--- src/rtl/gne_pkg.sv ---
package gne_pkg;

  // Default size of the bitmap store; coordinates are 6 bits wide, so at most
  // COORD_LIM rows and columns are ever addressed.
  localparam int GNE_MAX_ROWS = 64;
  localparam int GNE_MAX_COLS = 64;
  localparam int COORD_LIM    = 64;

  localparam int COORD_W  = 6;
  localparam int DIM_W    = 7;
  localparam int CFG_IDX_W = 1;
  localparam int IN_DATA_W  = 16;
  localparam int IN_USER_W  = 3;
  localparam int OUT_DATA_W = 24;
  localparam int OUT_USER_W = 2;

  localparam logic [CFG_IDX_W-1:0] REG_GRID_ROWS = 1'b0;
  localparam logic [CFG_IDX_W-1:0] REG_GRID_COLS = 1'b1;

  typedef enum logic [2:0] {
    ACT_WR_OBS  = 3'd0,
    ACT_MARK    = 3'd1,
    ACT_CLR_EXP = 3'd2,
    ACT_QUERY   = 3'd3,
    ACT_EXPAND  = 3'd4
  } action_e;

  typedef enum logic [1:0] {
    KIND_SUCC    = 2'd0,
    KIND_NONE    = 2'd1,
    KIND_QUERY   = 2'd2,
    KIND_INVALID = 2'd3
  } kind_e;

  // Which row of the 3x3 window around the addressed cell is read or captured.
  typedef enum logic [1:0] {
    ROW_UP   = 2'd0,
    ROW_MID  = 2'd1,
    ROW_DOWN = 2'd2
  } rsel_e;

  // Move offsets in expansion order.
  localparam logic signed [1:0] MOVE_DR [8] = '{2'sd0, 2'sd1, 2'sd1, 2'sd1,
                                                2'sd0, -2'sd1, -2'sd1, -2'sd1};
  localparam logic signed [1:0] MOVE_DC [8] = '{2'sd1, 2'sd1, 2'sd0, -2'sd1,
                                                -2'sd1, -2'sd1, 2'sd0, 2'sd1};

  typedef struct packed {
    logic  load_item;
    logic  rd_en;
    rsel_e rd_sel;
    logic  cap_en;
    rsel_e cap_sel;
    logic  wr_obs;
    logic  wr_exp;
    logic  clr_step;
    logic  clr_obs;
    logic  mask_load;
    logic  out_load;
    kind_e out_kind;
  } gne_cmd_t;

  typedef struct packed {
    logic [2:0] action;
    logic       cell_ok;
    logic       mask_empty;
    logic       mask_last;
    logic       slot_free;
    logic       sweep_last;
  } gne_stat_t;

endpackage

--- src/rtl/gne_ctrl.sv ---
module gne_ctrl (
  input  logic                clk_i,
  input  logic                rst_ni,
  input  logic                in_valid_i,
  output logic                in_ready_o,
  output gne_pkg::gne_cmd_t   cmd_o,
  input  gne_pkg::gne_stat_t  stat_i
);
  import gne_pkg::*;

  typedef enum logic [3:0] {
    ST_CLR_ALL, ST_IDLE, ST_DECODE, ST_W_RD, ST_W_WR, ST_Q_RD, ST_Q_CAP,
    ST_RESP, ST_E_R0, ST_E_R1, ST_E_R2, ST_E_C2, ST_E_MASK, ST_EMIT, ST_CLR_EXP
  } state_e;

  state_e state_q;
  kind_e  resp_kind_q;
  logic   accept;

  assign in_ready_o = (state_q == ST_IDLE);
  assign accept     = in_ready_o & in_valid_i;

  always_comb begin
    cmd_o = '0;
    cmd_o.rd_sel   = ROW_MID;
    cmd_o.cap_sel  = ROW_MID;
    cmd_o.out_kind = resp_kind_q;
    case (state_q)
      ST_CLR_ALL: begin
        cmd_o.clr_step = 1'b1;
        cmd_o.clr_obs  = 1'b1;
      end
      ST_CLR_EXP: cmd_o.clr_step = 1'b1;
      ST_IDLE:    cmd_o.load_item = accept;
      ST_W_RD, ST_Q_RD: cmd_o.rd_en = 1'b1;
      ST_W_WR: begin
        cmd_o.wr_obs = (stat_i.action == ACT_WR_OBS);
        cmd_o.wr_exp = (stat_i.action == ACT_MARK);
      end
      ST_Q_CAP: cmd_o.cap_en = 1'b1;
      ST_RESP:  cmd_o.out_load = stat_i.slot_free;
      ST_E_R0: begin
        cmd_o.rd_en  = 1'b1;
        cmd_o.rd_sel = ROW_UP;
      end
      ST_E_R1: begin
        cmd_o.rd_en   = 1'b1;
        cmd_o.cap_en  = 1'b1;
        cmd_o.cap_sel = ROW_UP;
      end
      ST_E_R2: begin
        cmd_o.rd_en  = 1'b1;
        cmd_o.rd_sel = ROW_DOWN;
        cmd_o.cap_en = 1'b1;
      end
      ST_E_C2: begin
        cmd_o.cap_en  = 1'b1;
        cmd_o.cap_sel = ROW_DOWN;
      end
      ST_E_MASK: cmd_o.mask_load = 1'b1;
      ST_EMIT: begin
        cmd_o.out_load = stat_i.slot_free & ~stat_i.mask_empty;
        cmd_o.out_kind = KIND_SUCC;
      end
      default: ;
    endcase
  end

  always_ff @(posedge clk_i or negedge rst_ni) begin
    if (!rst_ni) begin
      state_q     <= ST_CLR_ALL;
      resp_kind_q <= KIND_INVALID;
    end else begin
      case (state_q)
        ST_CLR_ALL, ST_CLR_EXP: begin
          if (stat_i.sweep_last) state_q <= ST_IDLE;
        end
        ST_IDLE: begin
          if (accept) state_q <= ST_DECODE;
        end
        ST_DECODE: begin
          resp_kind_q <= KIND_INVALID;
          case (stat_i.action)
            ACT_WR_OBS, ACT_MARK: state_q <= stat_i.cell_ok ? ST_W_RD : ST_IDLE;
            ACT_CLR_EXP:          state_q <= ST_CLR_EXP;
            ACT_QUERY:            state_q <= stat_i.cell_ok ? ST_Q_RD : ST_RESP;
            ACT_EXPAND:           state_q <= stat_i.cell_ok ? ST_E_R0 : ST_RESP;
            default:              state_q <= ST_IDLE;
          endcase
        end
        ST_W_RD:  state_q <= ST_W_WR;
        ST_W_WR:  state_q <= ST_IDLE;
        ST_Q_RD:  state_q <= ST_Q_CAP;
        ST_Q_CAP: begin
          resp_kind_q <= KIND_QUERY;
          state_q     <= ST_RESP;
        end
        ST_RESP: begin
          if (stat_i.slot_free) state_q <= ST_IDLE;
        end
        ST_E_R0:   state_q <= ST_E_R1;
        ST_E_R1:   state_q <= ST_E_R2;
        ST_E_R2:   state_q <= ST_E_C2;
        ST_E_C2:   state_q <= ST_E_MASK;
        ST_E_MASK: state_q <= ST_EMIT;
        ST_EMIT: begin
          if (stat_i.mask_empty) begin
            resp_kind_q <= KIND_NONE;
            state_q     <= ST_RESP;
          end else if (stat_i.slot_free && stat_i.mask_last) begin
            state_q <= ST_IDLE;
          end
        end
        default: state_q <= ST_IDLE;
      endcase
    end
  end

  a_accept_decode: assert property (@(posedge clk_i) disable iff (!rst_ni)
    accept |=> (state_q == ST_DECODE) && !in_ready_o)
    else $error("accepted request not decoded in the next cycle");

  a_load_free: assert property (@(posedge clk_i) disable iff (!rst_ni)
    cmd_o.out_load |-> stat_i.slot_free)
    else $error("result loaded over one that was not taken");

  a_rmw_order: assert property (@(posedge clk_i) disable iff (!rst_ni)
    (cmd_o.wr_obs || cmd_o.wr_exp) |-> $past(cmd_o.rd_en))
    else $error("cell write without a preceding row read");

endmodule

--- config.mk ---
export PLATFORM = sky130hd
export DESIGN_NAME = gne_ctrl
export DESIGN_NICKNAME = d
export VERILOG_FILES = /design/src/rtl/gne_pkg.sv /design/src/rtl/gne_ctrl.sv
export SDC_FILE = /design/constraint.sdc
export NUM_CORES = 1
export LEC_CHECK = 0
export ABC_AREA = 1
export BUFFER_PORTS_ARGS = -buffer_cell sky130_fd_sc_hd__buf_2
export CORE_MARGIN = 2
export CORE_UTILIZATION = 30
export CTS_CLUSTER_DIAMETER = 150
export DETAILED_ROUTE_END_ITERATION = 8
export GPL_TIMING_DRIVEN = 0
export SYNTH_ARGS = -nofsm -noshare
export SYNTH_HDL_FRONTEND = slang
export SYNTH_SLANG_ARGS = --single-unit
--- constraint.sdc ---
create_clock -name clk_i -period 1.3 [get_ports clk_i]
set_input_delay 0.13 -clock clk_i [delete_from_list [all_inputs] [get_ports clk_i]]
set_output_delay 0.13 -clock clk_i [all_outputs]
set_load 0.02 [all_outputs]
== After elaboration in Yosys (flattened, before gate mapping) ==
Cells that the tools add are included.
Cells by class
  equality and inequality tests: 23
  muxes and demuxes: 23
  bitwise operators: 3
  reduce and logical (&&, ||, !) cells: 10
Operators by type and width (number)
  $pmux 4 s13: 1
  $eq 4x4->1 const B: 7
  $mux 4: 6
  $eq 4x3->1 const B: 4
  $pmux 4 s4: 1
  $mux 2: 5
  $eq 4x2->1 const B: 2
  $pmux 2 s2: 2
  $eq 3x2->1 const B: 2
  $mux 1: 6
  $pmux 2 s3: 1
  $reduce_or 5->1: 1
  $eq 4x1->1 const B: 1
  $logic_not 4->1: 1
  $ne 2x1->1 const B: 2
  $ne 2x2->1 const B: 2
  $reduce_and 4->1: 1
  $reduce_or 2->1: 2
  $reduce_or 4->1: 1
  $eq 3x1->1 const B: 1
  $eq 3x3->1 const B: 1
  $logic_not 3->1: 1
  $ne 3x3->1 const B: 1
  $reduce_bool 3->1: 1
  5 further kinds: 6
Word-level totals
  register bits: 6
  input port bits: 11
  output and inout port bits: 16
  word-level logic and storage cells: 61

== Longest topological paths before layout ==
  word-level depth: 4
  mapped depth: 9
  gate-level depth less buffers: 9

== Least setup slack after synthesis ==
No wires, ideal clock.
  path type: register to register
  start point: register state_q[2]
  end point: register state_q[0]
  library setup time: 0.116 ns
  data arrival time: 1.276 ns
  required time: 1.184 ns
  setup slack: -0.093 ns
  stages on the path, launching flop included: 9
  path buffers: 0
  period minus slack after synthesis: 1.393 ns
  cells stage by stage: dfrtp_1 -> nor2_2 -> inv_2 -> nor2_2 -> nand2_1 -> nand2_2 -> nor2_2 -> nand2_1 -> nand2_1
Between the ends
  cells in the longest elaborated chain, start to end: 4
  elaborated cells on any way between the ends: 22
  classes of those cells: 17 x eq/ne; 1 x mux; 1 x bitwise; 3 x reduce/logical
RTL lines
  from (decl): line gne_ctrl.sv:16  | state_e state_q;
  from (signal assigned): line gne_ctrl.sv:84  | ACT_WR_OBS, ACT_MARK: state_q <= stat_i.cell_ok ? ST_W_RD : ST_IDLE;
  from (signal assigned): line gne_ctrl.sv:86  | ACT_QUERY: state_q <= stat_i.cell_ok ? ST_Q_RD : ST_RESP;
  from (signal assigned): line gne_ctrl.sv:87  | ACT_EXPAND: state_q <= stat_i.cell_ok ? ST_E_R0 : ST_RESP;
  $eq 4x1->1 *: line gne_ctrl.sv:20  | assign in_ready_o = (state_q == ST_IDLE);
  via in_ready_o: line gne_ctrl.sv:5  | output logic in_ready_o,
  $and 1x1->1: line gne_ctrl.sv:21  | assign accept = in_ready_o & in_valid_i;
  $ne 2x1->1 (no source line)
  $reduce_and 4->1 (no source line)
The timed path passes the listed nets; every way through them passes the cells marked *.
A chain may end at the register's enable or synchronous reset.

==> qor.yml <==
run_status:
  status: "finished with violations"
  violations: "negative setup slack"
min_path:
  hold_class: "input pin to async pin"
timing:
  drv_slew: 0
  fmax_mhz: 671
  finalHoldViolCount: 0
  rsz0062_at_grt: "true"
  period_needed_ns: 1.49
  finalSetupViolations: 20
  setup_tns_ns: -2.20
  relSlewSlack: 0.838
  fin_ws_ns: -0.191
  worst_pin_slew_ns: 0.242
  clock_skew_ns: 0.000920
  period_share: 1.15
grt:
  grt.overflow.total: 0
  grt_pass1_vias: 790
  grt_pass1_wl_mm: 3.13
  antenna_found_initial: 0
  grt_usage: 0.161
  grt_max_degree: 9
final_layout:
  drive_gt1_frac: 0.617
  layout_commonest_cell: "nand2_1"
  fill_cells: 176
  finalNetCount: 174
  final_area_mm2: 0.00123
  multi_input_area_um2: 583
  areaGrowthSynthToFinish_pct: 86.5
  stdcell_count: 189
  antenna_cells: 0
  final_cell_mix: "nand2_1, buf_4, buf_6"
  ff_latch_area_um2: 156
yosys:
  synth_top_area_frac: 0.211
  synth_ff_type: "dfrtp_1"
  syn_inst: 116
  syn-num-nets: 127
  synth-edff-count: 0
  synth_cell_types: 21
  synthArstFlopShare: 1.00
  synthesis.area_per_instance_um2: 5.68
  ys_ff_latch: 6
  synth_top_cell_by_area: "nand2_1"
  synth_compound_area_frac: 0.110
  ys_seq_area_frac: 0.231
  yosys.area_share.simple: 0.528
  synth_area_um2: 659
  ys_top_cells_by_area: "nand2_1, dfrtp_1, inv_1, dfstp_2, nor2_1"
  synth_mux_area_frac: 0
  yosysWarnings: 0
  synth_fa_ha_area_frac: 0
  synth_top_family_by_area: "simple AND/OR/NAND/NOR gates"
  synth_xor_area_frac: 0
placed_design:
  gp_congestion: 0.874
  portBuffers: 26
  post-dp-hpwl_mm: 1.40
  place_area_um2: 836
  place_inst: 169
clock_network:
  clk_pin_slew_ns: 0.04
  clkLatencyLatePin_ns: 0.24
  tritoncts.num_buffers: 3
  cts_tree: "built"
  clock_path_buffers: 2
  numClockSinks: 6
  cts_root_buf: "clkbuf_4"
  htree_num_levels: 1
pwr:
  p_total_mw: 2.98
  p_leak_nw: 0.677
  power-per-cell-area_mw_per_mm2: 2420
  p_sw_frac: 0.518
  internal_power_mw: 1.43
  pwr-share-comb: 0.793
  power.clock.fraction: 0.061
  p_sw_mw: 1.54
  ir_drop_uv: 1350
  power.share.sequential: 0.146
detailed_routing:
  drt_pass1_iterations: 4
  wl_mm: 2.41
  drtIter0Drc: 18
  drc: 0
  wl_per_cell_um: 12.8
  final_antenna_net_count: 0
  viasPerCell: 4.93
  vias: 932
die:
  ios: 27
  die_w_um: 50.9
  num_rows: 16
  core_area_mm2: 0.00202
  fp.dieArea_mm2: 0.00259
  die_h_um: 50.9
  initial_core_util: 0.326
setup_path:
  cp-start-kind: "flip-flop"
  end_kind: "output port"
  crit_fanout: 3
  cp_data_required_time_ns: 1.17
  path_class: "flip-flop to output port"
  crit_arrival_ns: 1.36
run:
  drv_cap: 0
## what timing repair did
| action | CTS | global route |
|---|---|---|
| pin swaps | 5 | 16 |
| endpoints found under the hold margin | 6 | 0 |
| buffers inserted | 11 | 6 |
| gates resized for setup | 45 | 35 |
| hold buffers | 1 | 0 |
| endpoints found under the setup margin | 20 | 20 |
## worst paths after layout
check                                from             end  slack [ns]  cells past startpoint
setup / recovery               state_q[1]       cmd_o[13]       -0.19                      5
hold / removal                     rst_ni      state_q[0]        0.24                      2
setup reg to reg               state_q[3]      state_q[1]       -0.16                     10
hold reg to reg            resp_kind_q[1]  resp_kind_q[1]        0.53                      2
max in group asynchronous          rst_ni  resp_kind_q[0]        0.84                      2
min in group clk_i              stat_i[3]  resp_kind_q[1]        0.34                      4
## sequential cells by signal, indices dropped and copies added (netlist names)
name / cells
resp_kind_q: 2
state_q: 4
## power by group through the flow
| stage | sequential, mW | clock [mW] | combinational, mW |
|---|---|---|---|
| final | 0.435 | 0.181 | 2.36 |
| after global routing | 0.444 | 0.205 | 2.51 |
| after CTS | 0.411 | 0.192 | 1.87 |
| after detailed placement | 0.402 | 0 | 1.38 |
| after global placement | 0.404 | 0 | 1.37 |
| after floorplan | 0.384 | 0 | 1.05 |
## layer usage
metal / vias to the layer above / GRT usage / part of all wire / wire, um
li1: 454 / - / - / -
met1: 434 / 0.180 / 0.39 / 934
met2: 35 / 0.294 / 0.52 / 1250
met3: 9 / 0.0380 / 0.065 / 157
met4: 0 / 0.0586 / 0.031 / 75
met5: - / 0 / 0 / 0
## cell type report
| cell class | count | area share |
|---|---|---|
| multi-input cells | 88 | 0.474 |
| repair buffers | 42 | 0.271 |
| flip-flops and latches | 6 | 0.127 |
| inverters | 21 | 0.0702 |
| well taps | 27 | 0.0275 |
| clock buffers | 4 | 0.0214 |
| plain buffers | 1 | 0.00916 |
## worst max-delay path, stage by stage (launching register included)
cell,delay (ns)
dfrtp_2,0.44
buf_4,0.17
nor2_2,0.15
nand2_1,0.11
o2111ai_2,0.09
buf_4,0.17
## per-stage QoR
stage	setup slack, ns	hold WS (ns)	util
3_3_place_gp	-0.107	-0.0434	0.413
2_1_floorplan	-0.0610	-0.166	-
4_1_cts	-0.170	0.225	0.533
3_5_place_dp	-0.103	-0.0406	0.413
5_1_grt	-0.258	0.256	0.608
6_report	-0.191	0.238	0.608
## synthesized netlist by cell type, types with 2 or more instances
master	instances
a21oi_1	3
nand2_2	6
dfstp_2	2
nand2_1	37
nor2_2	5
nor3_1	5
nand3_1	6
inv_2	2
inv_1	19
dfrtp_1	4
o21ai_0	5
nor2_1	13
## kinds of logic (layout without fill, tap and decap cells)
family	Yosys count	count (layout)
compound gates	12	12
buf+inv	22	68
flops	6	6
simple gates	76	76
No activity file was read; power rests on OpenSTA's default activity.
